--- src/rtl/lps_pkg.sv ---
package lps_pkg;

   localparam int LED_COUNT   = 3;
   localparam int MODE_COUNT  = 6;
   localparam int TABLE_MODES = 6;
   localparam int HOLD_TICKS  = 500 / 10;
   localparam int HOLD_W      = $clog2(HOLD_TICKS + 1);
   localparam int MODE_W      = 3;
   localparam int FLAGS_W     = 6;

   // csr map
   localparam int CSR_ADDR_W = 3;
   localparam int CSR_DATA_W = 32;
   localparam logic REG_REPEAT_FLAGS = 1'b0;
   localparam logic [FLAGS_W-1:0] FLAGS_RESET = '1;

   typedef logic [LED_COUNT-1:0] led_type;
   typedef logic [MODE_W-1:0]    mode_type;
   typedef logic [HOLD_W-1:0]    hold_type;
   typedef logic [FLAGS_W-1:0]   flags_type;

   localparam mode_type MODE_NONE  = mode_type'(MODE_COUNT);
   localparam mode_type MODE_READY = mode_type'(0);
   localparam mode_type MODE_ERROR = mode_type'(1);
   localparam mode_type MODE_BUSY  = mode_type'(2);
   localparam mode_type MODE_OK    = mode_type'(3);
   localparam mode_type MODE_FAIL  = mode_type'(4);
   localparam mode_type MODE_OFF   = mode_type'(5);

   localparam hold_type HOLD_BLINK = hold_type'(HOLD_TICKS);

   typedef enum logic {
      ACT_TICK = 1'b0,
      ACT_PLAY = 1'b1
   } action_type;

   typedef struct packed {
      action_type action;
      mode_type   mode;
   } item_type;

   typedef struct packed {
      led_type  led_bits;
      mode_type active_mode;
      logic     timer_running;
   } result_type;

   typedef struct packed {
      logic     two_steps;
      led_type  mask;
      led_type  on;
      hold_type hold;
   } step_type;

   // pattern rom, modes without an entry turn all leds off with no hold
   function automatic step_type pattern_step(mode_type mode, logic step_sel);
      step_type r;
      r = '{two_steps: 1'b0, mask: '1, on: '0, hold: '0};
      unique case (mode)
         MODE_READY: r = '{1'b0, led_type'(3'h4), led_type'(3'h0), hold_type'(0)};
         MODE_ERROR: begin
            if (step_sel) begin
               r = '{1'b1, led_type'(3'h2), led_type'(3'h2), HOLD_BLINK};
            end else begin
               r = '{1'b1, led_type'(3'h7), led_type'(3'h0), HOLD_BLINK};
            end
         end
         MODE_BUSY:  r = '{1'b0, led_type'(3'h7), led_type'(3'h4), hold_type'(0)};
         MODE_OK:    r = '{1'b0, led_type'(3'h7), led_type'(3'h1), hold_type'(0)};
         MODE_FAIL:  r = '{1'b0, led_type'(3'h7), led_type'(3'h2), hold_type'(0)};
         MODE_OFF:   r = '{1'b0, led_type'(3'h7), led_type'(3'h0), hold_type'(0)};
         default:    r = '{two_steps: 1'b0, mask: '1, on: '0, hold: '0};
      endcase
      // second step of a one-step mode is never applied
      if (step_sel && !r.two_steps) begin
         r.mask = '0;
         r.on   = '0;
         r.hold = '0;
      end
      return r;
   endfunction

   function automatic logic mode_repeats(mode_type mode, flags_type flags);
      logic rep;
      rep = 1'b0;
      for (int i = 0; i < TABLE_MODES; i++) begin
         if (mode == mode_type'(i)) begin
            rep = flags[i];
         end
      end
      return rep;
   endfunction

endpackage

--- src/rtl/lps_csr.sv ---
module lps_csr (
   input  logic                              clock,
   input  logic                              reset,
   input  logic                              psel,
   input  logic                              penable,
   input  logic                              pwrite,
   input  logic [lps_pkg::CSR_ADDR_W-1:0]    paddr,
   input  logic [lps_pkg::CSR_DATA_W-1:0]    pwdata,
   output logic [lps_pkg::CSR_DATA_W-1:0]    prdata,
   output logic                              pready,
   output lps_pkg::flags_type                repeat_flags
);
   import lps_pkg::*;

   flags_type flags_ff, flags_in;
   logic      reg_sel;

   assign reg_sel = (paddr[CSR_ADDR_W-1:2] == REG_REPEAT_FLAGS);

   always_comb begin
      flags_in = flags_ff;
      if (psel && penable && pwrite && reg_sel) begin
         flags_in = pwdata[FLAGS_W-1:0];
      end
   end

   always_ff @(posedge clock) begin
      if (reset) begin
         flags_ff <= FLAGS_RESET;
      end else begin
         flags_ff <= flags_in;
      end
   end

   assign pready       = 1'b1;
   assign prdata       = reg_sel ? CSR_DATA_W'(flags_ff) : '0;
   assign repeat_flags = flags_ff;

endmodule

--- src/rtl/lps_core.sv ---
module lps_core (
   input  logic                clock,
   input  logic                reset,
   input  logic                item_valid,
   input  lps_pkg::item_type   item,
   input  lps_pkg::flags_type  repeat_flags,
   output lps_pkg::result_type result
);
   import lps_pkg::*;

   led_type  led_ff, led_in;
   mode_type cur_ff, cur_in;
   mode_type rem_ff, rem_in;
   logic     step_ff, step_in;
   hold_type cnt_ff, cnt_in;
   logic     active_ff, active_in;

   hold_type cnt_dec;
   logic     do_apply;
   mode_type tgt_mode;
   logic     tgt_step;
   step_type cur_pat;
   step_type tgt_pat;
   logic     cur_rep;

   assign cnt_dec = cnt_ff - hold_type'(1);
   assign cur_pat = pattern_step(cur_ff, 1'b0);
   assign cur_rep = mode_repeats(cur_ff, repeat_flags);
   assign tgt_pat = pattern_step(tgt_mode, tgt_step);

   always_comb begin
      led_in    = led_ff;
      cur_in    = cur_ff;
      rem_in    = rem_ff;
      step_in   = step_ff;
      cnt_in    = cnt_ff;
      active_in = active_ff;
      do_apply  = 1'b0;
      tgt_mode  = cur_ff;
      tgt_step  = 1'b0;
      if (item_valid) begin
         if (item.action == ACT_PLAY) begin
            if (item.mode < mode_type'(MODE_COUNT) && item.mode != cur_ff) begin
               if (cur_ff < mode_type'(MODE_COUNT) && cur_rep) begin
                  rem_in = cur_ff;
               end
               cur_in   = item.mode;
               step_in  = 1'b0;
               do_apply = 1'b1;
               tgt_mode = item.mode;
            end
         end else if (active_ff) begin
            cnt_in = cnt_dec;
            if (cnt_dec == '0) begin
               // hold expired: next step, repeat, fall back to the remembered mode, or stop
               if (!step_ff && cur_pat.two_steps) begin
                  step_in  = 1'b1;
                  do_apply = 1'b1;
                  tgt_step = 1'b1;
               end else begin
                  step_in = 1'b0;
                  if (cur_rep) begin
                     do_apply = 1'b1;
                  end else if (rem_ff >= mode_type'(MODE_COUNT)) begin
                     active_in = 1'b0;
                     cnt_in    = '0;
                  end else begin
                     cur_in   = rem_ff;
                     tgt_mode = rem_ff;
                     do_apply = 1'b1;
                  end
               end
            end
         end
      end
      if (do_apply) begin
         led_in    = (led_ff & ~tgt_pat.mask) | (tgt_pat.on & tgt_pat.mask);
         cnt_in    = tgt_pat.hold;
         active_in = (tgt_pat.hold != '0);
      end
   end

   always_ff @(posedge clock) begin
      if (reset) begin
         led_ff    <= '0;
         cur_ff    <= MODE_NONE;
         rem_ff    <= MODE_NONE;
         step_ff   <= 1'b0;
         cnt_ff    <= '0;
         active_ff <= 1'b0;
      end else begin
         led_ff    <= led_in;
         cur_ff    <= cur_in;
         rem_ff    <= rem_in;
         step_ff   <= step_in;
         cnt_ff    <= cnt_in;
         active_ff <= active_in;
      end
   end

   assign result.led_bits      = led_in;
   assign result.active_mode   = cur_in;
   assign result.timer_running = active_in;

   // a running countdown never sits at zero
   a_active_cnt : assert property (@(posedge clock) disable iff (reset)
      active_ff |-> (cnt_ff != '0))
      else $error("countdown running at zero");

   // no countdown without a mode
   a_none_idle : assert property (@(posedge clock) disable iff (reset)
      (cur_ff == MODE_NONE) |-> !active_ff)
      else $error("countdown running with no mode");

   // an idle tick leaves the whole state alone
   a_idle_tick : assert property (@(posedge clock) disable iff (reset)
      (item_valid && item.action == ACT_TICK && !active_ff)
      |=> ($stable(led_ff) && $stable(cur_ff) && $stable(rem_ff) && $stable(cnt_ff)))
      else $error("idle tick changed state");

endmodule

--- src/rtl/led_pattern_sequencer_unit.sv ---
// LED pattern sequencer. Each request word either plays one of six built-in
// modes (ready, error, busy, ok, fail, off) or delivers one 10 ms tick; each
// word produces exactly one response word carrying the LED levels, the mode
// now playing (6 = none) and whether a step hold countdown is running. A play
// request for an out-of-range mode or the mode already playing changes
// nothing. A repeating mode is remembered when another one takes over, and a
// non-repeating mode falls back to it once its steps run out. Throughput is
// one word per clock while rsp_stall is low: a word is held in the request
// register, the whole state update is made from it and lands in the response
// register, and a new word is taken while the last one is still held there.
// The response register decouples the channels; rsp_stall only backs up into
// req_stall once both registers are full. repeat_flags (byte address 0,
// reset all ones) selects which modes repeat and may only be written while
// no word is in flight.
module led_pattern_sequencer_unit (
   input  logic                           clock,
   input  logic                           reset,
   // request channel
   input  logic                           req_valid,
   output logic                           req_stall,
   input  logic                           req_action,
   input  logic [2:0]                     req_mode_request,
   // response channel
   output logic                           rsp_valid,
   input  logic                           rsp_stall,
   output logic [2:0]                     rsp_led_bits,
   output logic [2:0]                     rsp_active_mode,
   output logic                           rsp_timer_running,
   // register port
   input  logic                           psel,
   input  logic                           penable,
   input  logic                           pwrite,
   input  logic [lps_pkg::CSR_ADDR_W-1:0] paddr,
   input  logic [lps_pkg::CSR_DATA_W-1:0] pwdata,
   output logic [lps_pkg::CSR_DATA_W-1:0] prdata,
   output logic                           pready
);
   import lps_pkg::*;

   // request register
   logic       in_valid_ff, in_valid_in;
   item_type   in_item_ff, in_item_in;

   // response register
   logic       out_valid_ff, out_valid_in;
   result_type out_res_ff, out_res_in;

   logic       out_free;
   logic       in_adv;
   logic       accept;
   flags_type  repeat_flags;
   result_type core_res;

   lps_csr u_csr (
      .clock        (clock),
      .reset        (reset),
      .psel         (psel),
      .penable      (penable),
      .pwrite       (pwrite),
      .paddr        (paddr),
      .pwdata       (pwdata),
      .prdata       (prdata),
      .pready       (pready),
      .repeat_flags (repeat_flags)
   );

   lps_core u_core (
      .clock        (clock),
      .reset        (reset),
      .item_valid   (in_adv),
      .item         (in_item_ff),
      .repeat_flags (repeat_flags),
      .result       (core_res)
   );

   // handshake: the response register frees up when empty or being drained
   assign out_free  = !out_valid_ff || !rsp_stall;
   assign in_adv    = in_valid_ff && out_free;
   assign req_stall = in_valid_ff && !out_free;
   assign accept    = req_valid && !req_stall;

   always_comb begin
      in_valid_in = in_valid_ff;
      in_item_in  = in_item_ff;
      if (accept) begin
         in_valid_in       = 1'b1;
         in_item_in.action = action_type'(req_action);
         in_item_in.mode   = req_mode_request;
      end else if (in_adv) begin
         in_valid_in = 1'b0;
      end
   end

   always_comb begin
      out_valid_in = out_valid_ff;
      out_res_in   = out_res_ff;
      if (in_adv) begin
         out_valid_in = 1'b1;
         out_res_in   = core_res;
      end else if (out_free) begin
         out_valid_in = 1'b0;
      end
   end

   always_ff @(posedge clock) begin
      if (reset) begin
         in_valid_ff  <= 1'b0;
         out_valid_ff <= 1'b0;
      end else begin
         in_valid_ff  <= in_valid_in;
         out_valid_ff <= out_valid_in;
      end
   end

   // payload, no reset needed
   always_ff @(posedge clock) begin
      in_item_ff <= in_item_in;
      out_res_ff <= out_res_in;
   end

   assign rsp_valid         = out_valid_ff;
   assign rsp_led_bits      = out_res_ff.led_bits;
   assign rsp_active_mode   = out_res_ff.active_mode;
   assign rsp_timer_running = out_res_ff.timer_running;

endmodule
--- config.mk ---
export PLATFORM = sky130hd
export DESIGN_NAME = led_pattern_sequencer_unit
export DESIGN_NICKNAME = d
export VERILOG_FILES = /design/src/rtl/lps_pkg.sv /design/src/rtl/lps_csr.sv /design/src/rtl/lps_core.sv /design/src/rtl/led_pattern_sequencer_unit.sv
export SDC_FILE = /design/constraint.sdc
export NUM_CORES = 1
export LEC_CHECK = 0
export BUFFER_PORTS_ARGS = -buffer_cell sky130_fd_sc_hd__buf_2
export CAP_MARGIN = 20
export CELL_PAD_IN_SITES_DETAIL_PLACEMENT = 1
export CELL_PAD_IN_SITES_GLOBAL_PLACEMENT = 2
export CORE_MARGIN = 2
export CORE_UTILIZATION = 24
export DETAILED_ROUTE_END_ITERATION = 7
export PLACE_DENSITY_LB_ADDON = 0.2
export SYNTH_ARGS = -nofsm -noshare
export SYNTH_HDL_FRONTEND = slang
export SYNTH_SLANG_ARGS = --single-unit
--- constraint.sdc ---
create_clock -name clock -period 2.4 [get_ports clock]
set_input_delay 0.12 -clock clock [delete_from_list [all_inputs] [get_ports clock]]
set_output_delay 0.12 -clock clock [all_outputs]
set_load 0.02 [all_outputs]
# [Word level (Yosys, flattened, before mapping)]
# Cells that the tools add are included.
[word_totals] ff_bits=36 inputBits=46
[classes] bitwise_logic=5 n_eq_ne=12 n_lt_le_gt_ge=3 add_sub_neg=1 n_reduce_logical=30 n_mux=54
[op_table] operator="13-bit case mux with 5 select lines" count=2
[op_table] operator="6-bit two-way mux" count=9
[op_table] operator="1-bit two-way mux" count=32
[op_table] operator="3-bit two-way mux" count=9
[op_table] operator="12-bit two-way mux" count=2
[op_table] operator="3-bit by 2-bit equality test with 1-bit output (second input constant)" count=4
[op_table] operator="2-bit nonzero test" count=6
[op_table] operator="1-bit logical AND" count=10
[op_table] operator="3-bit equality test (second input constant)" count=3
[op_table] operator="4-bit AND reduction" count=2
[op_table] operator="3-bit bitwise AND" count=2
[op_table] operator="3-bit by 1-bit equality test with 1-bit output (second input constant)" count=2
[op_table] operator="1-bit logical NOT" count=6
[op_table] operator="3-bit logical NOT" count=2
[op_table] operator="6-bit logical NOT" count=1
[op_table] operator="3-bit less-than comparator (second input constant)" count=2
[op_table] operator="6-bit nonzero test" count=1
[op_table] operator="6-bit by 1-bit subtractor with 6-bit output (second input constant)" count=1
[op_table] operator="2-bit by 1-bit != test with 1-bit output (second input constant)" count=2
[op_table] operator="3-bit greater-or-equal comparator (second input constant)" count=1
[op_table] operator="3-bit != test" count=1
[op_table] operator="3-bit inverter" count=1
[op_table] operator="3-bit bitwise OR" count=1
[op_table] operator="3-bit AND reduction" count=1
[op_table] operator="2 further kinds" count=2

# [Longest topological paths before layout]
# Gate-level depths: netlist (run 1).
[depth] ltp_word=22 ltp_mapped=10 depth_no_buf=10

# [Cells and area by module]
# A second synthesis (run 1) with hierarchy kept.
[unflattened] cells_unflattened=241 area_unflattened_um2=2233.4
[by_module_without_submodules] module="lps_core" cells_per_inst=158 seq_area_each_um2=340.3 area_per_inst_um2=1303.8 n_inst=1
[by_module_without_submodules] module="lps_csr" cells_per_inst=62 seq_area_each_um2=120.1 area_per_inst_um2=513.0 n_inst=1
[by_module_without_submodules] module="led_pattern_sequencer_unit" cells_per_inst=21 seq_area_each_um2=370.4 area_per_inst_um2=416.6 n_inst=1

# [Worst setup path after synthesis (run 1)]
# No wires, ideal clock.
[synth_timing] path_kind="reg-to-reg" start="register u_core.cnt_ff[0]" end="register u_core.led_ff[0]" t_required_ns=2.326 setup_ns=0.074 path_buffers=0 stages_incl_launch_ff=9 t_arrival_ns=2.456 slack_ns=-0.130 synth_period_minus_slack_ns=2.530 cell_sequence="dfxtp_1 -> ha_1 -> or3b_4 -> nor4_4 -> nand2b_2 -> o31ai_4 -> nand2_4 -> or3_1 -> a31oi_1"
[synth_between] elab_chain_cells=15 elab_cells_between_ends=29 classes_between="1 x add/sub; 4 x eq/ne; 16 x mux; 4 x bitwise; 4 x reduce/logical"
[synth_rtl] element="start: declaration" line_no="lps_core.sv:15" source="hold_type cnt_ff, cnt_in;"
[synth_rtl] element="start signal: assignment" line_no="lps_core.sv:96" source="cnt_ff <= cnt_in;"
[synth_rtl] element="6-bit by 1-bit subtractor with 6-bit output *" line_no="lps_core.sv:26" source="assign cnt_dec = cnt_ff - hold_type'(1);"
[synth_rtl] element="6-bit logical NOT *" line_no="lps_core.sv:54" source="if (cnt_dec == '0) begin"
[synth_rtl] element="3-bit two-way mux" line_no="lps_core.sv:54"
[synth_rtl] element="3-bit two-way mux" line_no="lps_core.sv:52" source="end else if (active_ff) begin"
[synth_rtl] element="3-bit two-way mux" line_no="lps_core.sv:42" source="if (item.action == ACT_PLAY) begin"
[synth_rtl] element="3-bit two-way mux" line_no="lps_core.sv:41" source="if (item_valid) begin"
[synth_rtl] element="3-bit equality test (tied with other cells)" line_no="lps_pkg.sv:59" source="unique case (mode)"
[synth_rtl] element="13-bit case mux with 5 select lines" line_no="lps_pkg.sv:59"
[synth_rtl] element="1-bit logical NOT" line_no="lps_pkg.sv:75" source="if (step_sel && !r.two_steps) begin"
[synth_rtl] element="1-bit logical AND" line_no="lps_pkg.sv:75"
[synth_rtl] element="12-bit two-way mux" line_no="lps_pkg.sv:75"
[synth_rtl] element="3-bit inverter" line_no="lps_core.sv:77" source="led_in = (led_ff & ~tgt_pat.mask) | (tgt_pat.on & tgt_pat.mask);"
[synth_rtl] element="3-bit bitwise AND" line_no="lps_core.sv:77"
[synth_rtl] element="3-bit bitwise OR" line_no="lps_core.sv:77"
[synth_rtl] element="3-bit two-way mux *" line_no="lps_core.sv:76" source="if (do_apply) begin"
[synth_rtl] element="end signal: assignment" line_no="lps_core.sv:92" source="led_ff <= led_in;"
[synth_rtl] element="end: declaration" line_no="lps_core.sv:11" source="led_type led_ff, led_in;"
# Every way passes the cells marked *; elsewhere a longest branch is shown, timed or not.
# A chain may end at the register's enable or synchronous reset.

# [Worst setup path in the final report (run 1)]
[layout_timing] start="register u_core.cnt_ff[1]" end="register u_core.led_ff[0]"
# The elaborated chain is that of the path after synthesis.

==> metrics.yaml, run 1 <==
r2r_slack_ns: 0.01
insertedDiodeCount: 0
arrival_ns: 2.61
first_pass_iters: 4
antenna_found_initial: 0
drt_first_iter_violations: 30
coreArea_sq_um: 8300
min_path_cells: 3
power.total_mw: 1.49
die-area_sq_um: 9400
critPathMaxFanout: 7
insertion_delay_ns: 0.29
instances_no_fill: 410
grt_pass1_wl_um: 8810
cts_tree: "built"
min_period_ns: 2.39
cts.sinks: 36
status: "finished, final reports clean"
reg2reg_depth: 9
via_count: 1813
fill_cells: 987
syn_avg_cell_area_sq_um: 8.83
grt_setup_unrepaired: "yes"
wl_per_cell_um: 12.8
layout.nets: 352
drt-total-wl_um: 5240
place_hpwl_um: 3870
synth-async-reset-ratio_pct: 0
cp-start-kind: "flop"
rows: 33
cts_inserted_buffers: 5
hold_viol: 0
clock_skew_ns: 0.00448
p_leak_nw: 1.20
first_global_vias: 1839
yosysWarningCount: 0
maxCapViolCount: 0
clk_pin_slew_worst_paths_ns: 0.08
cts_buffer_depth: 2
worst_hold_startpoint: "req_valid"
r2r-end: "u_core.led_ff[0]"
die_h_um: 97.0
hp-class: "in -> reg"
drt-met1-wl_um: 2430
overflow: 0
yosysSeqAreaShare_pct: 40.0
dpl.cell_count: 391
cp.required_ns: 2.62
root_buffer: "clkbuf_8"
ys_ff_latch: 36
initial_core_util_pct: 25.0
period_share_pct: 99.5
fmax_mhz: 419
endpoint_kind: "flop"
synth_cells: 235
drc: 0
synth_edf_count: 11
setup.worst_path.class: "reg -> reg"
slew_headroom_pct: 63.6
highest_layer: "met4"
grt_usage_pct: 11.4
route.met3.wl_um: 219
p_per_area_nw_per_um2: 536
clock_tree.htree_level_count: 2
setup_violations: 0
viasPerCell: 4.42
place.gp.congestion: 0.764
syn_to_final_growth_pct: 34.4
antenna_left: 0
io_pins: 88
slew_violations: 0
drive_above_1_share_pct: 34.4
wl_met2_um: 2510
reg2reg_from: "u_core.cnt_ff[1]"
holdPathEnd: "in_valid_ff"
synth.distinct_cells: 50
port_buffers: 32
die_w_um: 97.0
synth_ff_type: "dfxtp_1"
grt_max_degree: 26
max-vdd-ir-drop_mv: 0.268
synth_area_sq_um: 2070
worst_pin_slew_ns: 0.547
worst max-delay path by stage:
stage	from	cells past startpoint	endpoint	slack (ns)
detailed placement	u_core.cnt_ff[0]	11	rsp_led_bits[1]	-0.07
global route	u_core.cnt_ff[1]	11	rsp_led_bits[1]	-0.11
floorplan	u_core.cnt_ff[1]	9	u_core.led_ff[0]	0.02
global placement	u_core.cnt_ff[0]	10	rsp_led_bits[1]	-0.04
finish	u_core.cnt_ff[1]	9	u_core.led_ff[0]	0.01
CTS	u_core.cnt_ff[0]	11	rsp_timer_running	-0.02
sequential cells by signal, indices dropped and copies added (netlist names):
register            count
u_core.cur_ff           3
u_core.active_ff        1
u_core.step_ff          1
rsp_led_bits            3
in_item_ff              4
u_core.rem_ff           3
u_csr.repeat_flags      6
u_core.led_ff           3
in_valid_ff             1
rsp_valid               1
u_core.cnt_ff           6
rsp_active_mode         3
rsp_timer_running       1
Yosys cell counts, types with 7 or more instances:
cell type | count | share of area [%]
inv_1 | 14 | 2.5
nand2_1 | 18 | 3.3
dfxtp_1 | 25 | 24
buf_4 | 27 | 9.8
edfxtp_1 | 11 | 16
nor2_1 | 26 | 4.7
clkbuf_1 | 7 | 1.3
a211o_1 | 8 | 3.4
a21oi_1 | 14 | 3.4
nor2b_1 | 7 | 2.1
o21ai_0 | 8 | 1.9
layout by cell type, fill, tap and decap left out, drive strengths merged, types with 2 or more instances in the layout:
cell type	n
a211o	8
a211oi	2
a21oi	14
a2bb2oi	3
a31oi	5
and3	3
buf	69
clkbuf	5
conb	27
dfxtp	25
dlygate4sd3	4
edfxtp	11
ha	2
inv	15
mux2i	5
nand2	19
nand2b	6
nand3	4
nand4	3
nand4b	2
nor2	26
nor2b	7
nor3	2
nor3b	2
nor4	2
o21ai	8
o31a	3
or3	3
or3b	2
xnor2	3
repair_timing:
action / 4_1_cts / 5_1_grt
hold buffers: 4 / 0
endpoints found under the setup margin: 9 / 13
pin swaps: 2 / 9
gates resized for setup: 9 / 24
hold endpoints to repair: 4 / 0
setup buffers: 1 / 6
power by group:
group          internal, mW  switching (mW)
sequential            0.653          0.0229
clock                 0.307           0.235
combinational         0.116           0.160
area by class of cell:
type	instances	area, sq um	share of cell area (%)
clock buffers	5	68.8	2.47
clock inverters	3	42.5	1.53
inverters	15	58.8	2.11
multi-input cells	173	1150	41.3
flip-flops and latches	36	838	30.1
well taps	105	131	4.71
repair buffers	73	497	17.8
kinds of logic (layout without fill, tap and decap cells):
kind of cell	count (synthesis)	after routing	share of synthesized area (%)
buffers and inverters	51	96	14.2
other	2	27	0.362
adder cells (fa/ha/maj)	2	2	1.21
AO/OA/AOI/OAI	51	51	17.6
multiplexers	5	5	2.41
XOR/XNOR	4	4	1.69
flip-flops	36	36	40.0
AND/OR/NAND/NOR	84	84	22.5
layer usage:
metal	track usage (%)	vias up
met3	2.96	7
met1	14.5	862
met4	3.58	0
met2	19.0	41
met5	0	-
li1	-	903
worst max-delay path: stages (launching register included):
cell	delay (ns)
dfxtp_2	0.34
inv_4	0.08
ha_4	0.12
or3b_4	0.38
nor4_4	0.17
buf_6	0.18
a31oi_1	0.08
o31a_1	0.40
or3_4	0.41
a31oi_1	0.16
through the flow:
stage                     cell area, sq um  TNS (ns)  util [%]  hold WS [ns]  worst slack [ns]
after floorplan                       2170         0         -         0.219            0.0225
after global routing                  2790    -0.662      33.6        0.0628            -0.111
after CTS                             2650   -0.0495      32.0        0.0372           -0.0185
final                                 2790         0      33.6        0.0461            0.0118
after global placement                2450    -0.104      29.5         0.297           -0.0406
after detailed placement              2450    -0.319      29.5         0.299           -0.0718
(Power assumes the default switching activity.)
==> inputs of run 2 (changes only) <==
==> constraint.sdc (replaced) <==
create_clock -name clock -period 2.4 [get_ports clock]
set_input_delay 0.48 -clock clock [delete_from_list [all_inputs] [get_ports clock]]
set_output_delay 0.48 -clock clock [all_outputs]
set_load 0.02 [all_outputs]
==> run 2 against run 1 <==
Net effect:
- count of clock-buffer cells in the layout unchanged
- clock power up 39%
- fmax down 0.22%
- critical path depth unchanged
- setup slack worse by 0.0052 ns
- critical path type unchanged
- largest cell class unchanged
==> metrics.yaml, run 2 (same netlist as run 1, synthesis figures left out) <==
status: "finished, final reports clean"  # unchanged
slowest_stage: "or3_4"  # unchanged
hp-class: "in -> reg"  # unchanged
r2r_slack_ns: 0.007  # was 0.01 ns
endpoint_kind: "flop"  # unchanged
final_cell_area_sq_um: 2800  # was 2790 sq um
reg2reg_depth: 9  # unchanged
worst_hold_startpoint: "req_mode_request[1]"  # was req_valid
combPwrFrac_pct: 16.0  # was 18.5%
sw_frac_of_total_pct: 24.3  # was 28.0%
syn_to_final_growth_pct: 34.7  # was 34.4%
worstPathCellList: "inv_4 > ha_4 > or3b_4 > nor4_4 > buf_6 > a31oi_1 > o31a_1 > or3_4 > a31oi_1"  # unchanged
holdPathEnd: "in_item_ff[1]"  # was in_valid_ff
port_buffers: 32  # unchanged
place_hpwl_um: 3760  # was 3870 um
drt-total-wl_um: 5110  # was 5240 um
grt_usage_pct: 11.3  # was 11.4%
grt_setup_unrepaired: "yes"  # unchanged
clk_pin_slew_worst_paths_ns: 0.08  # about the same
crit_buf_inv: 2  # unchanged
root_buffer: "clkbuf_8"  # unchanged
io_pins: 88  # unchanged
first_pass_iters: 4  # unchanged
p_per_area_nw_per_um2: 607  # was 536 nW/um^2
cp.required_ns: 2.62  # about the same
p_leak_nw: 1.20  # about the same
initial_core_util_pct: 25.0  # unchanged
cpPeakStageDelay_ns: 0.41  # about the same
die_h_um: 97.0  # unchanged
critPathMaxFanout: 7  # unchanged
insertion_delay_ns: 0.29  # about the same
setup_violations: 0  # unchanged
final_cell_mix: "buf_4 (33), buf_2 (32), conb_1 (27)"  # was buf_2 (32), buf_4 (32), conb_1 (27)
drc: 0  # unchanged
via_count: 1781  # was 1,813
dpl-instance-area_sq_um: 2460  # was 2450 sq um
setup.worst_path.class: "reg -> reg"  # unchanged
slew_violations: 0  # unchanged
max-vdd-ir-drop_mv: 0.289  # was 0.268 mV
drt_first_iter_violations: 50  # was 30
period_share_pct: 99.7  # was 99.5%
first_global_vias: 1763  # was 1,839
clock_tree.htree_level_count: 2  # unchanged
cts_inserted_buffers: 5  # unchanged
instances_no_fill: 407  # was 410
worst_pin_slew_ns: 0.503  # was 0.547 ns
coreArea_sq_um: 8300  # unchanged
grt_pass1_wl_um: 8620  # was 8810 um
min_path_cells: 1  # was 3
overflow: 0  # unchanged
clock_skew_ns: 0.00410  # was 0.00448 ns
worst_hold_slack_ns: 0.356  # was 0.0461 ns
crit_top_cell: "a31oi_1"  # unchanged
slew_headroom_pct: 66.5  # was 63.6%
layout.nets: 349  # was 352
fill_cells: 977  # was 987
p_int_mw: 1.28  # was 1.08 mW
cts_buffer_depth: 2  # unchanged
wl_per_cell_um: 12.6  # was 12.8 um
hold_viol: 0  # unchanged
drive_above_1_share_pct: 34.4  # about the same
dpl.cell_count: 393  # was 391
cts_tree: "built"  # unchanged
reg2reg_from: "u_core.cnt_ff[1]"  # unchanged
maxCapViolCount: 0  # unchanged
crit_family: "simple AND/OR/NAND/NOR gates"  # unchanged
seqPwrFrac_pct: 39.7  # was 45.2%
rows: 33  # unchanged
min_period_ns: 2.39  # about the same
final_util_pct: 33.7  # was 33.6%
antenna_found_initial: 0  # unchanged
viasPerCell: 4.38  # was 4.42
cp-start-kind: "flop"  # unchanged
arrival_ns: 2.61  # about the same
die-area_sq_um: 9400  # unchanged
antenna_left: 0  # unchanged
cts.sinks: 36  # unchanged
final_common_cell: "buf_4"
p_switching_uw: 413  # was 418 uW
die_w_um: 97.0  # unchanged
pwr-share-clk_pct: 44.3  # was 36.3%
grt_max_degree: 26  # unchanged
fmax_mhz: 418  # was 419 MHz
r2r-end: "u_core.led_ff[0]"  # unchanged
insertedDiodeCount: 0  # unchanged
place.gp.congestion: 0.716  # was 0.764
==> run 2: cell types whose count changed in the layout (fill, tap and decap cells not counted), moves of 2 or more <==
cell,previous run,this run
dlygate4sd3_1,4,0
dfxtp_2,3,1
o21ai_0,6,8
bufinv_16,1,3
o21ai_1,2,0
==> run 2: layout make-up <==
type | instances | area [sq um] | share of cell area, %
inverter | 15 | 58.8 | 2.10
sequential | 36 | 840 | 30.0
multi-input combinational | 173 | 1140 | 40.9
clock inverter | 3 | 90.1 | 3.22
tap | 105 | 131 | 4.70
clock buffer | 5 | 68.8 | 2.46
timing repair buffer | 70 | 464 | 16.6
==> run 2: repair_timing <==
action / 4_1_cts / 5_1_grt
endpoints found under the hold margin: 0 / 0
pin swaps: 5 / 3
endpoints found under the setup margin: 10 / 13
hold buffers: 0 / 0
resized for setup: 16 / 13
buffers inserted: 5 / 1
==> run 2: per-stage QoR <==
step / total power [mW] / setup slack, ns / setup TNS, ns
3_5_place_dp: 0.938 / -0.0818 / -0.328
6_report: 1.70 / 0.00661 / 0
4_1_cts: 1.73 / -0.00775 / -0.0107
3_3_place_gp: 0.937 / -0.0685 / -0.308
5_1_grt: 1.78 / -0.0877 / -0.343
2_1_floorplan: 0.879 / 0.0225 / 0
==> run 2: how the worst max path moves through the flow <==
stage                        end  slack (ns)  cells after the start        startpoint
2_1_floorplan   u_core.led_ff[0]        0.02                      9  u_core.cnt_ff[1]
3_3_place_gp   rsp_timer_running       -0.07                     11  u_core.cnt_ff[0]
3_5_place_dp    u_core.cnt_ff[1]       -0.08                     12  u_core.cnt_ff[1]
4_1_cts         u_core.cnt_ff[1]      -0.008                     11  u_core.cnt_ff[0]
5_1_grt         u_core.led_ff[0]       -0.09                      9  u_core.cnt_ff[1]
6_report        u_core.led_ff[0]       0.007                      9  u_core.cnt_ff[1]
==> run 2: metal layers <==
| layer | GRT usage, % | wire length [um] |
|---|---|---|
| met5 | 0 | 0 |
| met4 | 3.58 | 57 |
| met3 | 3.03 | 219 |
| met2 | 18.6 | 2470 |
| met1 | 14.5 | 2360 |
==> run 2: worst reg2reg max path, cell delays in order, from the launching register on <==
cell,delay (ns)
dfxtp_4,0.36
inv_4,0.07
ha_4,0.11
or3b_4,0.38
nor4_4,0.17
buf_6,0.18
a31oi_1,0.09
o31a_1,0.38
or3_4,0.41
a31oi_1,0.17
==> run 2: power groups by stage <==
stage               logic (mW)  clock network [mW]  registers, mW
floorplan                0.191                   0          0.688
global placement         0.250                   0          0.688
CTS                      0.267               0.784          0.675
detailed placement       0.250                   0          0.688
finish                   0.271               0.753          0.674
global route             0.300               0.802          0.679
==> inputs of run 3 (changes only) <==
--- a/config.mk
+++ b/config.mk
@@ -12,7 +12,8 @@
 export CORE_MARGIN = 2
 export CORE_UTILIZATION = 24
 export DETAILED_ROUTE_END_ITERATION = 7
-export PLACE_DENSITY_LB_ADDON = 0.2
+export PLACE_DENSITY = 0.73
+export SETUP_SLACK_MARGIN = 0.3
 export SYNTH_ARGS = -nofsm -noshare
 export SYNTH_HDL_FRONTEND = slang
 export SYNTH_SLANG_ARGS = --single-unit
==> constraint.sdc (replaced) <==
create_clock -name clock -period 2.1 [get_ports clock]
set_input_delay 0.42 -clock clock [delete_from_list [all_inputs] [get_ports clock]]
set_output_delay 0.42 -clock clock [all_outputs]
set_load 0.02 [all_outputs]
==> run 3 against run 2 <==
Net effect:
- the flow now finishes with violations (negative setup slack)
- cell count is 6.9% higher
- final area is 11% higher
- utilization up 3.7 points
- die area is the same
- non-clock buffer count grew 28
- power down 2.3%
- clock skew increased by 0.0050 ns
- via count rose by 7.2%
- sequential power up 14%
- flip-flop and latch count unchanged
- sequential share of layout area down 2.9 points
- critical path type unchanged
- critical endpoint is now rsp_timer_running
==> metrics.yaml, run 3 (same netlist as run 1, synthesis figures left out) <==
status: "finished with violations"  # was finished, final reports clean
violations: "negative setup slack"
cpPeakStageDelay_ns: 0.40  # was 0.41 ns
die-area_sq_um: 9400  # unchanged
slowest_stage: "dfxtp_4"  # was or3_4
cts_inserted_buffers: 5  # unchanged
p_int_mw: 1.15  # was 1.28 mW
overflow: 0  # unchanged
grt_pass1_wl_um: 9310  # was 8620 um
combPwrFrac_pct: 23.2  # was 16.0%
clk_pin_slew_worst_paths_ns: 0.08  # about the same
root_buffer: "clkbuf_8"  # unchanged
setup.worst_path.class: "reg -> reg"  # unchanged
via_count: 1910  # was 1,781
slew_violations: 0  # unchanged
cts_tree: "built"  # unchanged
clock_skew_ns: 0.00907  # was 0.00410 ns
grt_usage_pct: 12.0  # was 11.3%
setup_violations: 18  # was 0
place_ws_ns: -0.405  # was -0.0818 ns
seqPwrFrac_pct: 46.5  # was 39.7%
io_pins: 88  # unchanged
insertion_delay_ns: 0.30  # was 0.29 ns
coreArea_sq_um: 8300  # unchanged
final_cell_area_sq_um: 3100  # was 2800 sq um
p_switching_uw: 507  # was 413 uW
place.gp.congestion: 0.789  # was 0.716
drt-total-wl_um: 5800  # was 5110 um
cts.sinks: 36  # unchanged
drt_first_iter_violations: 39  # was 50
maxCapViolCount: 0  # unchanged
pwr-share-clk_pct: 30.3  # was 44.3%
crit_top_cell: "buf_6"  # was a31oi_1
first_pass_iters: 4  # unchanged
initial_core_util_pct: 25.0  # unchanged
cts_buffer_depth: 2  # unchanged
syn_to_final_growth_pct: 49.4  # was 34.7%
worst_slack_ns: -0.289  # was 0.00661 ns
drc: 0  # unchanged
max-vdd-ir-drop_mv: 0.220  # was 0.289 mV
hold_buffers: 0  # unchanged
clock_tree.htree_level_count: 2  # unchanged
place_hpwl_um: 3940  # was 3760 um
cp.required_ns: 2.15  # was 2.62 ns
r2r_slack_ns: -0.29  # was 0.007 ns
wl_per_cell_um: 13.3  # was 12.6 um
endpoint_kind: "flop"  # unchanged
fmax_mhz: 419  # was 418 MHz
antenna_found_initial: 0  # unchanged
arrival_ns: 2.43  # was 2.61 ns
die_h_um: 97.0  # unchanged
hold_viol: 0  # unchanged
worst_pin_slew_ns: 0.555  # was 0.503 ns
period_share_pct: 114  # was 99.7%
dpl.cell_count: 402  # was 393
drive_above_1_share_pct: 47.3  # was 34.4%
rows: 33  # unchanged
crit_buf_inv: 4  # was 2
die_w_um: 97.0  # unchanged
viasPerCell: 4.39  # was 4.38
p_leak_nw: 1.35  # was 1.20 nW
layout.nets: 377  # was 349
cp-start-kind: "flop"  # unchanged
min_period_ns: 2.39  # about the same
worstPathCellList: "inv_4 > ha_4 > xor2_2 > nor4_4 > buf_6 > buf_6 > buf_6 > a31oi_4 > o31a_1 > nand4_4 > nand2_1"  # was inv_4 > ha_4 > or3b_4 > nor4_4 > buf_6 > a31oi_1 > o31a_1 > or3_4 > a31oi_1
port_buffers: 32  # unchanged
first_global_vias: 1963  # was 1,763
crit_family: "simple AND/OR/NAND/NOR gates"  # unchanged
dpl-instance-area_sq_um: 2540  # was 2460 sq um
final_cell_mix: "buf_4 (51), buf_2 (32), conb_1 (27)"  # was buf_4 (33), buf_2 (32), conb_1 (27)
critPathMaxFanout: 5  # was 7
slew_headroom_pct: 63.0  # was 66.5%
insertedDiodeCount: 0  # unchanged
sw_frac_of_total_pct: 30.6  # was 24.3%
hp-class: "in -> reg"  # unchanged
fill_cells: 960  # was 977
grt_max_degree: 26  # unchanged
p_per_area_nw_per_um2: 535  # was 607 nW/um^2
antenna_left: 0  # unchanged
instances_no_fill: 435  # was 407
grt_setup_unrepaired: "yes"  # unchanged
final_common_cell: "buf_4"  # unchanged
-- run 3: cell types whose count changed in the layout (fill, tap and decap cells not counted), moves of 4 or more --
cell,previous run,this run
buf_6,5,15
o21ai_0,8,4
a21oi_1,12,7
nor2_1,25,21
buf_4,33,51
-- run 3: worst paths after layout --
| kind | start | end | cells past startpoint |
|---|---|---|---|
| worst min register to register | u_core.led_ff[2] | u_core.led_ff[2] | 2 |
| worst max-delay path | u_core.cnt_ff[0] | rsp_timer_running | 11 |
| worst max register to register | u_core.cnt_ff[0] | rsp_timer_running | 11 |
| worst min-delay path | req_mode_request[1] | in_item_ff[1] | 1 |
-- run 3: cell type report --
cell class	count	area, sq um	area share, %
Sequential cell	36	840	27.1
Multi-Input combinational cell	173	1270	40.9
Timing Repair Buffer	98	712	23.0
Inverter	15	61.3	1.98
Clock buffer	5	68.8	2.22
Tap cell	105	131	4.24
Clock inverter	3	18.8	0.606
-- run 3: power groups by stage --
stage / Combinational, mW / Clock [mW] / Sequential (mW)
floorplan: 0.221 / 0 / 0.787
global placement: 0.299 / 0 / 0.785
detailed placement: 0.305 / 0 / 0.786
CTS: 0.348 / 0.526 / 0.772
global route: 0.420 / 0.547 / 0.776
finish: 0.385 / 0.502 / 0.771
-- run 3: per-layer routing --
metal | vias to the layer above | track usage (%) | wire length [um]
li1 | 953 | - | -
met1 | 904 | 14.9 | 2450
met2 | 43 | 20.9 | 3030
met3 | 10 | 2.02 | 189
met4 | 0 | 4.23 | 123
met5 | - | 0 | 0
-- run 3: metrics by stage --
step           hold slack [ns]  power [mW]  utilization, %  setup TNS, ns
2_1_floorplan            0.440        1.01               -          -1.22
3_3_place_gp             0.448        1.08            30.6          -4.15
3_5_place_dp             0.473        1.09            30.6          -4.64
4_1_cts                  0.283        1.65            35.3          -3.43
5_1_grt                  0.287        1.74            37.3          -6.00
6_report                 0.291        1.66            37.3          -3.56
-- run 3: what timing repair did --
item | CTS | global route
cloned | 0 | 0
pin swaps | 14 | 19
setup endpoints to repair | 24 | 24
gates resized for setup | 42 | 28
buffers inserted | 16 | 9
